--- src/hdl/tcw_pkg.sv ---
// Package for the text console writer: screen defaults, cell constants, beat widths,
// operation codes, sequencer states and the command/result structs.
// No dependencies.
`timescale 1ns / 1ps

package tcw_pkg;

    // Default screen geometry
    localparam int SCREEN_WIDTH  = 80;
    localparam int SCREEN_HEIGHT = 25;

    // Cell and character constants
    localparam logic [15:0] BLANK_CELL   = 16'h0032;
    localparam logic [7:0]  NEWLINE_CODE = 8'd10;

    // Stream beat widths
    localparam int IN_TDATA_W  = 32;
    localparam int IN_TUSER_W  = 2;
    localparam int OUT_TDATA_W = 32;

    typedef enum logic [1:0] {
        OP_PUT        = 2'd0,
        OP_SET_CURSOR = 2'd1,
        OP_READ_CELL  = 2'd2
    } t_op;

    typedef enum logic [3:0] {
        S_IDLE,
        S_DECODE,
        S_SCROLL,
        S_PUT_ADDR,
        S_PUT_GO,
        S_FILL,
        S_READ_ADDR,
        S_READ_REQ,
        S_READ_DATA,
        S_RESP
    } t_state;

    // One input beat, last member in the lowest bits
    typedef struct packed {
        logic [1:0] operation;
        logic [7:0] target_column;
        logic [7:0] target_line;
        logic [7:0] color;
        logic [7:0] char_code;
    } t_cmd;

    // One result beat, last member in the lowest bits
    typedef struct packed {
        logic        accepted;
        logic [15:0] cell_word;
        logic [6:0]  cursor_column;
        logic [4:0]  cursor_line;
    } t_result;

endpackage

--- src/hdl/tcw_ctrl.sv ---
// Sequencer of the text console writer: cursor registers, command decode and
// the shared address/fill/copy engine that drives the cell memory.
// Depends on tcw_pkg.
`timescale 1ns / 1ps

module tcw_ctrl #(
    parameter int SCREEN_WIDTH  = tcw_pkg::SCREEN_WIDTH,
    parameter int SCREEN_HEIGHT = tcw_pkg::SCREEN_HEIGHT
) (
    input  logic                                           i_clk,
    input  logic                                           i_rst_n,
    input  logic                                           i_cmd_valid,
    output logic                                           o_cmd_ready,
    input  tcw_pkg::t_cmd                                  i_cmd,
    output logic                                           o_res_valid,
    input  logic                                           i_res_ready,
    output tcw_pkg::t_result                               o_res,
    output logic                                           o_we,
    output logic [$clog2(SCREEN_WIDTH*SCREEN_HEIGHT)-1:0]  o_waddr,
    output logic [15:0]                                    o_wdata,
    output logic                                           o_re,
    output logic [$clog2(SCREEN_WIDTH*SCREEN_HEIGHT)-1:0]  o_raddr,
    input  logic [15:0]                                    i_rdata
);

    localparam int CELLS  = SCREEN_WIDTH * SCREEN_HEIGHT;
    localparam int ADDR_W = $clog2(CELLS);
    localparam int CNT_W  = $clog2(CELLS + 1);
    localparam int ROW_W  = $clog2(SCREEN_HEIGHT + 1);
    localparam int COL_W  = $clog2(SCREEN_WIDTH);

    tcw_pkg::t_state    r_state, n_state;
    tcw_pkg::t_state    r_ret, n_ret;
    logic [ROW_W-1:0]   r_row, n_row;
    logic [COL_W-1:0]   r_col, n_col;
    logic [ADDR_W-1:0]  r_addr, n_addr;
    logic [CNT_W-1:0]   r_cnt, n_cnt;
    logic               r_pend, n_pend;
    logic [15:0]        r_val, n_val;
    tcw_pkg::t_cmd      r_cmd, n_cmd;
    logic [ADDR_W-1:0]  r_src, n_src;
    logic [15:0]        r_word, n_word;
    logic               r_ok, n_ok;
    logic               w_row_ok;
    logic               w_col_ok;
    logic               w_line_in;

    // Control registers; reset starts the clearing sweep over every cell
    always_ff @(posedge i_clk) begin
        if (!i_rst_n) begin
            r_state <= tcw_pkg::S_FILL;
            r_ret   <= tcw_pkg::S_IDLE;
            r_row   <= '0;
            r_col   <= '0;
            r_addr  <= '0;
            r_cnt   <= CNT_W'(CELLS);
            r_pend  <= 1'b0;
            r_val   <= tcw_pkg::BLANK_CELL;
        end else begin
            r_state <= n_state;
            r_ret   <= n_ret;
            r_row   <= n_row;
            r_col   <= n_col;
            r_addr  <= n_addr;
            r_cnt   <= n_cnt;
            r_pend  <= n_pend;
            r_val   <= n_val;
        end
    end

    // Payload registers
    always_ff @(posedge i_clk) begin
        r_cmd  <= n_cmd;
        r_src  <= n_src;
        r_word <= n_word;
        r_ok   <= n_ok;
    end

    // Range checks on the held command
    assign w_row_ok  = 32'(r_cmd.target_line) <= 32'(SCREEN_HEIGHT);
    assign w_col_ok  = 32'(r_cmd.target_column) < 32'(SCREEN_WIDTH);
    assign w_line_in = 32'(r_cmd.target_line) < 32'(SCREEN_HEIGHT);

    // Memory ports: copy writes take the read data, all else the fill value
    assign o_waddr = r_addr;
    assign o_raddr = r_src;
    assign o_wdata = (r_state == tcw_pkg::S_SCROLL) ? i_rdata : r_val;

    // Result fields
    assign o_res.cursor_line   = 5'(r_row);
    assign o_res.cursor_column = 7'(r_col);
    assign o_res.cell_word     = r_word;
    assign o_res.accepted      = r_ok;

    // Next state and outputs
    always_comb begin
        n_state     = r_state;
        n_ret       = r_ret;
        n_row       = r_row;
        n_col       = r_col;
        n_addr      = r_addr;
        n_cnt       = r_cnt;
        n_pend      = 1'b0;
        n_val       = r_val;
        n_cmd       = r_cmd;
        n_src       = r_src;
        n_word      = r_word;
        n_ok        = r_ok;
        o_cmd_ready = 1'b0;
        o_res_valid = 1'b0;
        o_we        = 1'b0;
        o_re        = 1'b0;

        case (r_state)
            tcw_pkg::S_IDLE: begin
                o_cmd_ready = 1'b1;
                if (i_cmd_valid) begin
                    n_cmd   = i_cmd;
                    n_word  = '0;
                    n_ok    = 1'b0;
                    n_state = tcw_pkg::S_DECODE;
                end
            end

            tcw_pkg::S_DECODE: begin
                case (r_cmd.operation)
                    tcw_pkg::OP_PUT: begin
                        // Cursor past the last row: scroll first
                        if (32'(r_row) >= 32'(SCREEN_HEIGHT)) begin
                            n_src   = ADDR_W'(SCREEN_WIDTH);
                            n_addr  = '0;
                            n_cnt   = CNT_W'(CELLS - SCREEN_WIDTH);
                            n_state = tcw_pkg::S_SCROLL;
                        end else begin
                            n_state = tcw_pkg::S_PUT_ADDR;
                        end
                    end
                    tcw_pkg::OP_SET_CURSOR: begin
                        if (w_row_ok) begin
                            n_row = ROW_W'(r_cmd.target_line);
                        end
                        if (w_col_ok) begin
                            n_col = COL_W'(r_cmd.target_column);
                        end
                        n_ok    = w_row_ok && w_col_ok;
                        n_state = tcw_pkg::S_RESP;
                    end
                    tcw_pkg::OP_READ_CELL: begin
                        if (w_line_in && w_col_ok) begin
                            n_state = tcw_pkg::S_READ_ADDR;
                        end else begin
                            n_state = tcw_pkg::S_RESP;
                        end
                    end
                    default: begin
                        n_state = tcw_pkg::S_RESP;
                    end
                endcase
            end

            tcw_pkg::S_SCROLL: begin
                // Issue one read per cycle, write each word one row up as its read data returns
                if (r_cnt != '0) begin
                    o_re   = 1'b1;
                    n_src  = r_src + 1'b1;
                    n_cnt  = r_cnt - 1'b1;
                    n_pend = 1'b1;
                end
                if (r_pend) begin
                    o_we   = 1'b1;
                    n_addr = r_addr + 1'b1;
                end
                // Copy drained: clear the bottom row, park cursor on it
                if (r_cnt == '0 && !r_pend) begin
                    n_addr  = ADDR_W'((SCREEN_HEIGHT - 1) * SCREEN_WIDTH);
                    n_cnt   = CNT_W'(SCREEN_WIDTH);
                    n_val   = '0;
                    n_row   = ROW_W'(SCREEN_HEIGHT - 1);
                    n_col   = '0;
                    n_ret   = tcw_pkg::S_PUT_ADDR;
                    n_state = tcw_pkg::S_FILL;
                end
            end

            tcw_pkg::S_PUT_ADDR: begin
                n_addr  = ADDR_W'(32'(r_row) * 32'(SCREEN_WIDTH) + 32'(r_col));
                n_state = tcw_pkg::S_PUT_GO;
            end

            tcw_pkg::S_PUT_GO: begin
                if (r_cmd.char_code == tcw_pkg::NEWLINE_CODE) begin
                    // Blank out the rest of the row
                    n_cnt = CNT_W'(32'(SCREEN_WIDTH) - 32'(r_col));
                    n_val = tcw_pkg::BLANK_CELL;
                    n_row = r_row + 1'b1;
                    n_col = '0;
                end else begin
                    n_cnt = CNT_W'(1);
                    n_val = {r_cmd.color, r_cmd.char_code};
                    if (32'(r_col) == 32'(SCREEN_WIDTH - 1)) begin
                        n_col = '0;
                        n_row = r_row + 1'b1;
                    end else begin
                        n_col = r_col + 1'b1;
                    end
                end
                n_ret   = tcw_pkg::S_RESP;
                n_state = tcw_pkg::S_FILL;
            end

            tcw_pkg::S_FILL: begin
                // Write one cell per cycle until the count runs out
                o_we   = 1'b1;
                n_addr = r_addr + 1'b1;
                n_cnt  = r_cnt - 1'b1;
                if (r_cnt == CNT_W'(1)) begin
                    n_state = r_ret;
                end
            end

            tcw_pkg::S_READ_ADDR: begin
                n_src = ADDR_W'(32'(r_cmd.target_line) * 32'(SCREEN_WIDTH)
                                + 32'(r_cmd.target_column));
                n_state = tcw_pkg::S_READ_REQ;
            end

            tcw_pkg::S_READ_REQ: begin
                o_re    = 1'b1;
                n_state = tcw_pkg::S_READ_DATA;
            end

            tcw_pkg::S_READ_DATA: begin
                n_word  = i_rdata;
                n_state = tcw_pkg::S_RESP;
            end

            tcw_pkg::S_RESP: begin
                o_res_valid = 1'b1;
                if (i_res_ready) begin
                    n_state = tcw_pkg::S_IDLE;
                end
            end

            default: begin
                n_state = tcw_pkg::S_IDLE;
            end
        endcase
    end

endmodule

--- config.mk ---
export PLATFORM = sky130hd
export DESIGN_NAME = tcw_ctrl
export DESIGN_NICKNAME = d
export VERILOG_FILES = /design/src/hdl/tcw_pkg.sv /design/src/hdl/tcw_ctrl.sv
export SDC_FILE = /design/constraint.sdc
export NUM_CORES = 1
export LEC_CHECK = 0
export BUFFER_PORTS_ARGS = -buffer_cell sky130_fd_sc_hd__buf_2
export CAP_MARGIN = 20
export CORE_ASPECT_RATIO = 1.1
export CORE_MARGIN = 2
export CORE_UTILIZATION = 45
export DETAILED_ROUTE_END_ITERATION = 6
export HOLD_SLACK_MARGIN = 0.1
export PLACE_DENSITY_LB_ADDON = 0.05
export SLEW_MARGIN = 20
export SYNTH_ARGS = -nofsm -noshare
export SYNTH_HDL_FRONTEND = slang
export SYNTH_SLANG_ARGS = --single-unit
--- constraint.sdc ---
create_clock -name i_clk -period 3.67 [get_ports i_clk]
set_input_delay 0.734 -clock i_clk [delete_from_list [all_inputs] [get_ports i_clk]]
set_output_delay 0.734 -clock i_clk [all_outputs]
set_load 0.005 [all_outputs]
==> reports/results.txt <==
The overall track demand over capacity in global routing is 22.6%. In this run the worst setup path begins at r_state[1]. After clock tree synthesis, the repair step resized 0 gates.

The via count of the first global-routing pass came out at 5465. The number of antenna violations at the first check in global routing came out at 0. The number of sinks on the clock net was 120.

The number of hold buffers added after CTS was 0. The number of failing setup endpoints in the final timing report is 0, and the fraction of synthesized cell area taken by the top area cell type is 27.8%. At the placement stage, the worst setup path has a slack of 0.919 ns. The first global-routing pass estimated 28.4 mm of wire.

The flow ran to the end, and the final reports show no timing, DRC or antenna violations. Row generation in the floorplan step produced 46 rows. For this run, the top clock speed supported by timing is 321 MHz. The tools report the number of DRC violations after detailed-routing iteration 0 as 481.

In this run the worst path has a maximum fanout of 20. The first detailed-routing pass ran for 5 iterations. The tools report the post-synthesis cell count as 704. The run gives 0 as the remaining routing DRC violations.

The worst path needs 3.12 ns of the cycle, external delays included. Once routing completed, OpenROAD measured the worst setup slack at 0.554 ns. The worst hold path begins at r_ret[0].

The tools report the number of nets with antenna violations after routing as 0. Using the TritonRoute via totals, the vias-per-cell ratio works out to 5.58. The largest buffer count on any clock path came out at 2. Leaving out fill and tap cells, the most frequent cell in the layout is sky130_fd_sc_hd__buf_2.

The clock skew was 0.00638 ns; the core region area was 14500 um2. The run gives 1334 as the number of fillers in the final layout. The worst register-to-register path has a setup slack of 0.91 ns.

Of the cells placed in the final design, the portion with a size suffix greater than 1 is 21.5%. The number of buffers added for setup after CTS is 0. The multi-input combinational cells in the finished layout cover a total of 3460 um2. The total overflow left after global routing is 0. The share of the Yosys chip area taken by registers is 45.1%. Antenna diode count: 0.

The tools report the cell area after technology mapping as 6700 um2. The die is 120 um wide. After synthesis the netlist holds a flip-flop and latch count of 120. For the final routed database, the setup TNS stands at 0 ns. Setup repair after global routing left no endpoint under its margin. At the end of routability-driven placement, the weighted congestion stood at 0.897. Number of port buffers: 124. The run gives 0 as the max-slew violation total from the final report.

The later pin in the worst-skew pair is clocked with a latency of 0.42 ns. The die covers 15900 um2. The hold violation total from the final report was 0; the instance area at placement was 7510 um2. Detailed placement ended at an HPWL of 13.3 mm. TritonCTS built the clock tree.

The area growth from synthesis to final layout is 21.4%. The worst slew slack as a fraction of its limit is 42.9%. Yosys printed 0 warnings. The min-delay analysis places its worst path in the category register to register. The analysis attributes to cell leakage a power of 3.33 nW. After layout, the worst path uses 84.9% of the clock period. The routed wire length per instance was 17.3 um; the total power per unit cell area was 703 nW/um2. The number of flops mapped to enable cells by yosys is 62.

The worst setup path is launched from a register. The most used flip-flop cell after synthesis was sky130_fd_sc_hd__edfxtp_1. The mean instance size in the synthesized netlist is 9.52 um2, and the clock transition at the registers of the reported paths is 0.05 ns. At the worst endpoint, the required time is 2.94 ns. The number of clock buffers inserted by TritonCTS was 17.

The routed design has 17.8 mm of wire. The synthesized design spends more area on one cell type than any other, namely sky130_fd_sc_hd__edfxtp_1. The combined flip-flop and latch cell area was 3020 um2.

The final layout contains 911 nets. Across the run, the number of max-cap violations was 0. With fillers left out, the area of the finished cells amounts to 8140 um2. The run gives 75 as the number of distinct library cells after synthesis. The number of I/O pins was 125; the worst-margin pin slew was 0.855 ns. Of all flip-flops after synthesis, the portion carrying an async set or reset was 0%.

The top cell types in the final layout, fill and taps aside, are 124 x sky130_fd_sc_hd__buf_2, 113 x sky130_fd_sc_hd__nand2_1, 62 x sky130_fd_sc_hd__edfxtp_1, 58 x sky130_fd_sc_hd__dfxtp_1, 35 x sky130_fd_sc_hd__o21ai_0. By area the synthesized netlist is led by sky130_fd_sc_hd__edfxtp_1 28%, sky130_fd_sc_hd__dfxtp_1 17%, sky130_fd_sc_hd__nand2_1 6.3%. The tree is rooted in a sky130_fd_sc_hd__clkbuf_16. The run gives 46.2% as the effective utilization at floorplan. The worst setup path is captured at a primary output.

The worst register-to-register path begins at r_state[2]. The tools report the number of levels in the clock H-tree as 4. The worst-case vdd ir drop was 0.369 mV; the worst endpoint data arrival time was 2.38 ns.

The number of nets in the synthesized netlist is 791. Entering global routing, the biggest net connects 48 pins. The vertical die dimension is 132 um. The number of vias after detailed routing came out at 5745. By startpoint and endpoint, the worst setup path is classified as register to primary output.
[cells by family (layout without fill, tap and decap cells)]
| group | after synthesis | count (layout) | synth area share [%] |
|---|---|---|---|
| AND/OR/NAND/NOR | 287 | 287 | 21.5 |
| AO/OA/AOI/OAI | 170 | 170 | 18.2 |
| flip-flops | 120 | 120 | 45.1 |
| buffers and inverters | 54 | 187 | 3.36 |
| XOR/XNOR | 38 | 38 | 4.96 |
| adder cells (fa/ha/maj) | 33 | 33 | 6.61 |
| multiplexers | 2 | 2 | 0.299 |
[critical path, stage by stage (launching register included)]
cell,delay [ns]
sky130_fd_sc_hd__dfxtp_1,0.76
sky130_fd_sc_hd__nor4b_4,0.60
sky130_fd_sc_hd__nand2_1,0.26
sky130_fd_sc_hd__nand2_1,0.20
sky130_fd_sc_hd__buf_2,0.14
[power breakdown]
part / leakage (nW) / total (mW) / internal, mW / switching, mW
clock network: 0.296 / 1.75 / 1.15 / 0.598
logic: 2.02 / 1.97 / 0.816 / 1.15
registers: 1.01 / 2.00 / 1.66 / 0.345
[per-stage QoR]
stage	std cells	total power [mW]	hold slack, ns	util, %
2_1_floorplan	704	3.34	0.450	-
3_3_place_gp	997	3.95	0.474	51.8
3_5_place_dp	997	3.98	0.474	51.8
4_1_cts	1029	5.74	0.475	56.1
5_1_grt	1029	6.09	0.471	56.1
6_report	1029	5.72	0.486	56.1
[final timing paths]
kind / to / cells past startpoint
worst min-delay path: r_ret[0] / 1
worst min register to register: r_ret[0] / 1
worst max-delay path: o_we / 4
worst max register to register: r_row[0] / 7
[routing by layer]
layer,up-vias,part of all wire (%),global-route usage (%)
li1,2813,-,-
met1,2724,46,31.3
met2,188,47,35.7
met3,20,5.7,4.20
met4,0,1.6,7.36
met5,-,0,0
[Yosys cell counts, types with 4 or more instances]
master	count
sky130_fd_sc_hd__a22oi_1	10
sky130_fd_sc_hd__fa_1	4
sky130_fd_sc_hd__a21boi_0	5
sky130_fd_sc_hd__nor3_1	18
sky130_fd_sc_hd__o211a_1	4
sky130_fd_sc_hd__dfxtp_1	58
sky130_fd_sc_hd__or3_1	4
sky130_fd_sc_hd__nor2_1	32
sky130_fd_sc_hd__o21ai_1	9
sky130_fd_sc_hd__nand2_1	113
sky130_fd_sc_hd__xnor2_1	16
sky130_fd_sc_hd__buf_2	12
sky130_fd_sc_hd__and2_1	21
sky130_fd_sc_hd__clkbuf_1	17
sky130_fd_sc_hd__nor4_1	4
sky130_fd_sc_hd__a31oi_1	5
sky130_fd_sc_hd__nor2b_1	20
sky130_fd_sc_hd__o211ai_1	10
sky130_fd_sc_hd__or4_1	4
sky130_fd_sc_hd__a21oi_1	25
sky130_fd_sc_hd__and3_1	10
sky130_fd_sc_hd__nand4_1	6
sky130_fd_sc_hd__ha_1	29
sky130_fd_sc_hd__o311ai_1	4
sky130_fd_sc_hd__o31ai_1	4
sky130_fd_sc_hd__nand2b_1	9
sky130_fd_sc_hd__a21o_1	4
sky130_fd_sc_hd__nand3_1	33
sky130_fd_sc_hd__o21ai_0	36
sky130_fd_sc_hd__edfxtp_1	62
sky130_fd_sc_hd__xor2_1	22
sky130_fd_sc_hd__inv_1	21
sky130_fd_sc_hd__o22ai_1	9
sky130_fd_sc_hd__a22o_1	6
[final cells by class]
| class | instances | area share (%) |
|---|---|---|
| Clock buffer | 20 | 5.49 |
| Clock inverter | 12 | 2.15 |
| Inverter | 21 | 0.969 |
| Multi-Input combinational cell | 530 | 42.6 |
| Sequential cell | 120 | 37.2 |
| Tap cell | 192 | 2.95 |
| Timing Repair Buffer | 134 | 8.70 |
[sequential cells by signal, indices dropped and copies added (netlist names)]
name / cells
r_ok: 1
r_ret: 3
r_col: 7
o_waddr: 11
r_cnt: 11
r_cmd: 34
r_word: 16
o_raddr: 11
r_val: 16
r_pend: 1
r_row: 5
r_state: 4
No activity file was read; power rests on OpenSTA's default activity.
